[src/rtl/core/arc_div.sv]
// arc_div: restoring divider, one quotient bit per cycle
module arc_div #(
    parameter int N_W = 17,
    parameter int D_W = 9
) (
    input  logic           i_clk,
    input  logic           i_rst_n,
    input  logic           i_start,
    input  logic [N_W-1:0] i_dividend,
    input  logic [D_W-1:0] i_divisor,
    output logic           o_done,
    output logic [N_W-1:0] o_quot
);

    localparam int C_W = $clog2(N_W + 1);

    logic           r_busy, n_busy;
    logic           r_done, n_done;
    logic [C_W-1:0] r_cnt, n_cnt;
    logic [D_W-1:0] r_rem, n_rem;
    logic [N_W-1:0] r_quo, n_quo;
    logic [D_W-1:0] r_dvs, n_dvs;
    logic [D_W:0]   rem_sh;
    logic [D_W+1:0] trial;

    always_comb begin
        n_busy = r_busy;
        n_done = 1'b0;
        n_cnt  = r_cnt;
        n_rem  = r_rem;
        n_quo  = r_quo;
        n_dvs  = r_dvs;
        rem_sh = {r_rem, r_quo[N_W-1]};
        trial  = {1'b0, rem_sh} - {2'b00, r_dvs};
        if (i_start) begin
            n_busy = 1'b1;
            n_cnt  = '0;
            n_rem  = '0;
            n_quo  = i_dividend;
            n_dvs  = i_divisor;
        end else if (r_busy) begin
            if (!trial[D_W+1]) begin
                n_rem = trial[D_W-1:0];
                n_quo = {r_quo[N_W-2:0], 1'b1};
            end else begin
                n_rem = rem_sh[D_W-1:0];
                n_quo = {r_quo[N_W-2:0], 1'b0};
            end
            n_cnt = r_cnt + 1'b1;
            if (r_cnt == C_W'(N_W - 1)) begin
                n_busy = 1'b0;
                n_done = 1'b1;
            end
        end
    end

    always_ff @(posedge i_clk) begin
        if (!i_rst_n) begin
            r_busy <= 1'b0;
            r_done <= 1'b0;
            r_cnt  <= '0;
        end else begin
            r_busy <= n_busy;
            r_done <= n_done;
            r_cnt  <= n_cnt;
        end
    end

    always_ff @(posedge i_clk) begin
        r_rem <= n_rem;
        r_quo <= n_quo;
        r_dvs <= n_dvs;
    end

    assign o_done = r_done;
    assign o_quot = r_quo;

endmodule

[config.mk]
export PLATFORM = sky130hd
export DESIGN_NAME = arc_div
export DESIGN_NICKNAME = d
export VERILOG_FILES = /design/src/rtl/core/arc_div.sv
export SDC_FILE = /design/constraint.sdc
export NUM_CORES = 1
export LEC_CHECK = 0
export ABC_AREA = 1
export BUFFER_PORTS_ARGS = -buffer_cell sky130_fd_sc_hd__buf_2
export CAP_MARGIN = 15
export CORE_MARGIN = 2
export CORE_UTILIZATION = 38
export CTS_BUF_LIST = sky130_fd_sc_hd__clkbuf_4 sky130_fd_sc_hd__clkbuf_8
export CTS_CLUSTER_DIAMETER = 120
export DETAILED_ROUTE_END_ITERATION = 16
export GPL_TIMING_DRIVEN = 0
export HOLD_SLACK_MARGIN = 0.15
export SLEW_MARGIN = 20
export SYNTH_ARGS = -nofsm -noshare
export SYNTH_HDL_FRONTEND = slang
export SYNTH_SLANG_ARGS = --single-unit
[constraint.sdc]
create_clock -name i_clk -period 1.77 [get_ports i_clk]
set_clock_uncertainty 0.15 [all_clocks]
set_input_delay 0.0885 -clock i_clk [delete_from_list [all_inputs] [get_ports i_clk]]
set_output_delay 0.0885 -clock i_clk [all_outputs]
set_load 0.03 [all_outputs]
# --- Word-level counts from Yosys, hierarchy flattened ---
# Index checks and enable logic that the tools add are counted.
word_totals:
  reg_bits: 42
  in_bits: 29
  out_inout_bits: 18
  wordCells: 22
op_classes:
  add_sub_neg: 2
  eq_ne: 1
  n_mux: 8
  bitwise_logic: 2
  reduce_logical: 3
op_table:
  columns: ["operator", "n"]
  rows:
  - ["$mux W17", 2]
  - ["$sub A10 B9 Y11", 1]
  - ["$mux W9", 1]
  - ["$add A5 B1 Y5 const B", 1]
  - ["$eq A5 B5 Y1 const B", 1]
  - ["$mux W1", 5]
  - ["$reduce_or A3 Y1", 1]
  - ["$not A1 Y1", 2]
  - ["$reduce_bool A2 Y1", 1]
  - ["$reduce_or A2 Y1", 1]

# --- Logic depth before layout (Yosys ltp) ---
# Gate-level depths: netlist (run 1).
logic_depth:
  word_depth: 4
  depth_mapped: 12
  mapped_depth_nobuf: 12

# --- Least setup slack after synthesis (run 1) ---
# OpenSTA, ideal clock, no wires.
synth_path:
  path_kind: "reg-to-reg"
  start: "register r_quo[16], in the netlist o_quot[16]"
  end: "register r_quo[0], in the netlist o_quot[0], data pin"
  setup_time_ns: 0.253
  arrival_ns: 1.740
  required_ns: 1.367
  setup_slack_ns: -0.374
  stages_incl_launch_ff: 10
  path_buffers: 1
  synth_period_minus_slack_ns: 2.144
  path_cell_list: "edfxtp_1 -> inv_1 -> ha_1 -> inv_1 -> fa_1 -> nand3_4 -> nand3_2 -> buf_6 -> nand2_1 -> nand2_1"
synth_between:
  elab_chain_len: 4
synth_lines:
  columns: ["element", "line", "source"]
  rows:
  - ["from (decl)", "21", "logic [N_W-1:0] r_quo, n_quo;"]
  - ["from (signal assigned)", "71", "r_quo <= n_quo;"]
  - ["$sub A10 B9 Y11", "34", "trial = {1'b0, rem_sh} - {2'b00, r_dvs};"]
  - ["$mux W1", "42", "if (!trial[D_W+1]) begin"]
  - ["$mux W17", "41", "end else if (r_busy) begin"]
  - ["$mux W17", "35", "if (i_start) begin"]
  - ["net n_quo[0]", "21", null]
# The timed path passes the listed nets, and every way through them passes these cells. The select of a mux whose other input is x is not followed.
# A chain may end at the register's enable or synchronous reset.

# --- Final worst setup path (run 1) ---
layout_path:
  start: "register r_quo[16], in the netlist o_quot[16]"
  end: "register r_rem[4]"
layout_between:
  elab_chain_len: 2
layout_lines:
  columns: ["element", "line", "source"]
  rows:
  - ["$sub A10 B9 Y11", "34", null]
  - ["$mux W9", "42", null]
  - ["to (signal assigned)", "70", "r_rem <= n_rem;"]
  - ["to (decl)", "20", "logic [D_W-1:0] r_rem, n_rem;"]
# Every way passes these cells.

==> run summary, run 1 <==
Net Sw Frac - 29.1%
Drt drc - 0
Post-synth EDFFs - 26
Final Critical Period - 1.92 ns
CTS tree - yes
Final net count - 410
Via density - 4.70
Die Area - 0.00659 mm2
Final Setup Violations - 10
DRT Wirelength - 5660 um
Worst-path clk slew - 0.08 ns
Core ar. - 0.00585 mm2
GR Util All Layers - 19.3%
RD Place Congestion - 0.848
CTS sink cnt - 42
Setup WS post-layout - -0.149 ns
Kind of critical path - reg -> reg
Vias - 2090
Root buf cell - clkbuf_8
ANT nets after route - 0
IO buf count - 46
Antenna violations before repair - 0
Post-synth top area share - 34.5%
Status - finished, violations left
Die W - 81.2 um
FMAX - 0.521 GHz
Global route overflow - 0
Synth warnings - 0
Area Overhead vs Synth - 41.6%
Crit path max-delay cell type - edfxtp_1
Initial Util - 38.7%
Power density over the cells - 731 mW/mm2
Syn nets - 318
IO Count - 47
Pint - 1.66 mW
Num CTS Buffers - 5
Drt pass-1 iters - 4
Die Y - 81.2 um
Initial DRC Count - 80
N_diodes - 0
Top cells by count, synth - nand2_1 (105), inv_1 (46), edfxtp_1 (26)
Sw Pwr - 0.682 mW
Post-synthesis cell type count - 35
Clock share of power - 28.2%
Top cell by count, worst path - nand2_2
Largest delay share family, worst path - adder cells
Async SR Flop Fraction - 0%
Pwr Total - 2.34 mW
CP endpoint kind - register
Sequential area share after synthesis - 48.6%
Row cnt - 28
DP Wirelength - 3460 um
Clk buf depth - 2
Fin crit share - 108%
Crit path cell chain - inv_2 -> ha_4 -> inv_4 -> fa_2 -> nand2_2 -> nand2_2 -> nand2_2 -> xor2_1 -> nand2_1 -> nand3_1 -> o21ai_1
CTS HTree Levels - 2
CP Data Arrival Time - 1.96 ns
Pin count of the biggest net entering global routing - 13
Worst R2R Setup Slack - -0.15 ns
Leak Pwr - 1.56 nW
Setup TNS - -0.886 ns
Slew Limit Fails - 0
Synth top area cells - edfxtp_1 (34%), nand2_1 (17%), dfxtp_1 (14%)
Measured slew at the worst slew-check pin - 0.534 ns
Failing checks - setup timing
Worst skew pair latency - 0.30 ns
Peak supply drop - 0.528 mV
Synth Register Bits - 42
Combinational Power Share - 22.4%
Critical path launch point type - register
First-pass GRT wire length - 9600 um
Vias in the first global route - 2122
Cell with the most instances after synthesis - nand2_1
Share of cells above drive strength 1 - 26.2%
Leading area contributor after synthesis - edfxtp_1
Worst min path class - in -> reg
Gate Count Post-Synth - 277
MaxCap Viol Count - 0
RSZ-0062 raised after global routing - yes
Hold Fails Final Rpt - 0
Main synth FF type - edfxtp_1
DR WL/cell - 12.7 um
Mapped Area - 0.00226 mm2
CP peak stage delay - 0.40 ns
Hold WS - 0.158 ns
Worst Path Buf+Inv - 2
Required time of the worst setup path - 1.81 ns
Average cell area after synthesis - 8.17 um2
Seq pwr share - 49.4%
Critical Path Fanout Max - 3
Relative slew slack - 64.3%
==> routing by layer <==
layer  GRT usage, %  part of all wire [%]
met5              0                     0
met4           8.64                   3.1
met3           4.56                   4.4
met2           34.6                    49
met1           21.6                    44
==> cell usage in the layout (no fill, tap or decap), types with 2 or more instances in the layout <==
cell type,instances
a21oi_1,4
buf_2,47
buf_4,4
buf_6,5
clkbuf_8,6
clkinvlp_4,2
dfxtp_1,16
dlygate4sd3_1,29
edfxtp_1,26
ha_1,5
ha_4,5
inv_1,43
nand2_1,96
nand2_2,9
nand2_4,2
nand3_1,17
nand3_2,2
nand3_4,2
nand4_1,10
nor2_1,7
nor2_2,2
nor2_4,2
nor3_1,3
o21ai_1,3
xor2_1,2
==> power by group through the flow <==
stage / Clock, mW / Combinational, mW / Sequential [mW]
2_1_floorplan: 0 / 0.207 / 1.25
3_3_place_gp: 0 / 0.405 / 1.17
3_5_place_dp: 0 / 0.410 / 1.17
4_1_cts: 0.689 / 0.516 / 1.16
5_1_grt: 0.725 / 0.578 / 1.17
6_report: 0.662 / 0.525 / 1.16
==> area by class of cell <==
| class | count | area (um2) |
|---|---|---|
| clock buffers | 7 | 90.1 |
| plain buffers | 4 | 23.8 |
| clock inverters | 1 | 5.00 |
| well taps | 75 | 93.8 |
| repair buffers | 84 | 616 |
| fillers | 549 | 2650 |
| flip-flops and latches | 42 | 1100 |
| inverters | 47 | 183 |
| repair inverters | 1 | 7.51 |
| multi-input cells | 184 | 1080 |
==> sequential cells by signal, summed over array words and instances (netlist names) <==
name    flops
r_rem       9
o_quot     17
r_cnt       5
o_done      1
r_busy      1
r_dvs       9
==> through the flow <==
| step | std cells | util (%) | setup WS [ns] | instance area [um2] |
|---|---|---|---|---|
| after floorplan | 277 | - | -0.293 | 2270 |
| after global placement | 398 | 44.3 | -0.261 | 2590 |
| after detailed placement | 398 | 44.3 | -0.271 | 2590 |
| after CTS | 444 | 54.4 | -0.126 | 3190 |
| after global routing | 445 | 54.8 | -0.228 | 3200 |
| final | 445 | 54.8 | -0.149 | 3200 |
==> cells by family after synthesis <==
logic type / Yosys count / share of synthesized area [%]
buffers and inverters: 51 / 8.84
DFF: 42 / 48.6
and+or+nand+nor: 155 / 30.3
adders and majority gates: 12 / 6.97
AOI/OAI and AO/OA: 14 / 4.09
xor gates and xnor gates: 3 / 1.16
==> worst paths after layout <==
check	end	cells past startpoint	start
worst min-delay path	o_quot[0]	4	i_start
worst max-delay path	r_rem[4]	11	o_quot[16]
worst max register to register	r_rem[4]	11	o_quot[16]
worst min register to register	r_rem[8]	2	r_rem[8]
==> worst reg2reg max path, cell delays in order, from the launching register on <==
cell      delay (ns)
edfxtp_1        0.40
inv_2           0.10
ha_4            0.14
inv_4           0.03
fa_2            0.40
nand2_2         0.08
nand2_2         0.07
nand2_2         0.07
xor2_1          0.16
nand2_1         0.08
nand3_1         0.07
o21ai_1         0.07
==> what timing repair did <==
action / 4_1_cts / 5_1_grt
buffers inserted: 7 / 1
endpoints found under the setup margin: 28 / 21
cloned: 2 / 0
pin swaps: 14 / 3
resized for setup: 28 / 3
endpoints found under the hold margin: 42 / 0
hold buffers: 29 / 0
(Power assumes the default switching activity.)
==> run 2: changes to the inputs <==
--- a/config.mk
+++ b/config.mk
@@ -6,6 +6,7 @@
 export NUM_CORES = 1
 export LEC_CHECK = 0
 export ABC_AREA = 1
+export ABC_CLOCK_PERIOD_IN_PS = 1770
 export BUFFER_PORTS_ARGS = -buffer_cell sky130_fd_sc_hd__buf_2
 export CAP_MARGIN = 15
 export CORE_MARGIN = 2
@@ -15,7 +16,6 @@
 export DETAILED_ROUTE_END_ITERATION = 16
 export GPL_TIMING_DRIVEN = 0
 export HOLD_SLACK_MARGIN = 0.15
-export SLEW_MARGIN = 20
 export SYNTH_ARGS = -nofsm -noshare
 export SYNTH_HDL_FRONTEND = slang
 export SYNTH_SLANG_ARGS = --single-unit
==> constraint.sdc (replaced) <==
create_clock -name i_clk -period 1.77 [get_ports i_clk]
set_clock_uncertainty 0.15 [all_clocks]
set_input_delay 0.354 -clock i_clk [delete_from_list [all_inputs] [get_ports i_clk]]
set_output_delay 0.354 -clock i_clk [all_outputs]
set_load 0.03 [all_outputs]
==> run summary, run 2 (synthesized netlist as in run 1, its figures left out) <==
Pint - 1.63 mW
Final core occ - 51.4%
Setup WS post-layout - -0.142 ns
Seq pwr share - 50.0%
GR Util All Layers - 18.0%
Hold Fails Final Rpt - 0
Crit path max-delay cell type - edfxtp_1
Initial Util - 38.7%
RSZ-0062 raised after global routing - yes
Share of cells above drive strength 1 - 27.4%
Pin count of the biggest net entering global routing - 13
Required time of the worst setup path - 1.81 ns
Core ar. - 0.00585 mm2
Combinational Power Share - 21.0%
Die Y - 81.2 um
Clk buf depth - 2
Measured slew at the worst slew-check pin - 0.455 ns
Drt pass-1 iters - 4
Global route overflow - 0
Fin crit share - 108%
Worst Path Buf+Inv - 2
DP Wirelength - 3460 um
FMAX - 0.523 GHz
Peak supply drop - 0.504 mV
Largest delay share family, worst path - adder cells
N_diodes - 0
Status - finished, violations left
DRT Wirelength - 5240 um
Vias - 2000
Failing checks - setup timing
DP Area - 0.00259 mm2
CP endpoint kind - register
Relative slew slack - 69.6%
CTS sink cnt - 42
Leak Pwr - 1.47 nW
Row cnt - 28
ANT nets after route - 0
Die W - 81.2 um
Net Sw Frac - 29.4%
MaxCap Viol Count - 0
Finished Cell Area - 0.00301 mm2
Num CTS Buffers - 5
Critical path launch point type - register
Critical Path Fanout Max - 3
Top cell by count, worst path - nand2_2
Leading cell type in the layout, fill and taps excluded - nand2_1
First-pass GRT wire length - 9080 um
Via density - 4.71
Most frequent cells in the layout - nand2_1 (96), buf_2 (47), inv_1 (43)
Initial DRC Count - 88
Area Overhead vs Synth - 32.8%
Kind of critical path - reg -> reg
Final net count - 390
Worst-path clk slew - 0.08 ns
Vias in the first global route - 2011
CTS tree - yes
DR WL/cell - 12.3 um
CP peak stage delay - 0.40 ns
Clock share of power - 29.0%
CP Data Arrival Time - 1.95 ns
CTS HTree Levels - 2
Worst min path class - in -> reg
Max FFs per register - 17
Antenna violations before repair - 0
Crit path cell chain - inv_2 -> ha_4 -> inv_4 -> fa_2 -> nand2_2 -> nand2_2 -> nand2_2 -> xor2_1 -> nand2_1 -> nand3_1 -> o21ai_1
IO buf count - 46
Slew Limit Fails - 0
Fillers - 578
Final Critical Period - 1.91 ns
Sw Pwr - 0.678 mW
Worst skew pair latency - 0.30 ns
Root buf cell - clkbuf_8
RD Place Congestion - 0.848
Die Area - 0.00659 mm2
Drt drc - 0
IO Count - 47
Power density over the cells - 768 mW/mm2
Final Setup Violations - 10
## run 2: path summary, 6_finish.rpt
check	start	endpoint	slack, ns	cells past startpoint
hold reg to reg	r_rem[1]	r_rem[1]	0.33	2
setup / recovery	o_quot[16]	r_rem[4]	-0.14	11
hold / removal	i_dividend[15]	o_quot[15]	0.17	3
setup reg to reg	o_quot[16]	r_rem[4]	-0.14	11
## run 2: power groups by stage
stage                     sequential (mW)  clock, mW  combinational (mW)
after detailed placement             1.17          0               0.410
after floorplan                      1.25          0               0.207
final                                1.15      0.671               0.485
after global placement               1.17          0               0.405
after global routing                 1.16      0.723               0.538
after CTS                            1.16      0.689               0.483
## run 2: cell type report
cell class | instances | area (um2) | share of cell area [%]
flip-flops and latches | 42 | 1100 | 36.6
multi-input cells | 184 | 1080 | 36.1
repair buffers | 64 | 418 | 13.9
inverters | 47 | 183 | 6.08
well taps | 75 | 93.8 | 3.12
clock buffers | 7 | 90.1 | 3.00
plain buffers | 4 | 23.8 | 0.791
repair inverters | 1 | 7.51 | 0.250
clock inverters | 1 | 5.00 | 0.166
## run 2: routing by layer
metal / part of all wire, % / routed length, um / track usage (%) / up-vias
li1: - / - / - / 1030
met1: 46 / 2420 / 21.3 / 911
met2: 46 / 2420 / 31.2 / 50
met3: 5.4 / 283 / 4.56 / 9
met4: 2.2 / 114 / 7.12 / 0
met5: 0 / 0 / 0 / -
## run 2: repair_timing
item	in CTS	in global routing
setup buffers	7	0
hold endpoints to repair	10	0
gates cloned	2	0
resized for setup	28	3
pin swaps	14	3
hold buffers	10	0
setup endpoints to repair	28	10
## run 2: per-stage QoR
step | std cells | total power, mW | setup TNS [ns] | worst slack [ns] | hold WS, ns
detailed placement | 398 | 1.58 | -10.92 | -0.441 | 0.316
global route | 425 | 2.42 | -1.77 | -0.225 | 0.167
global placement | 398 | 1.58 | -10.97 | -0.451 | 0.309
floorplan | 277 | 1.46 | -2.13 | -0.293 | 0.295
finish | 425 | 2.31 | -0.829 | -0.142 | 0.169
CTS | 425 | 2.33 | -0.626 | -0.126 | 0.162
## run 2: worst min-delay path, delay by kind of cell
family / cells / cell delay (ns)
buf+inv: 1 / 0.08
simple gates: 2 / 0.09
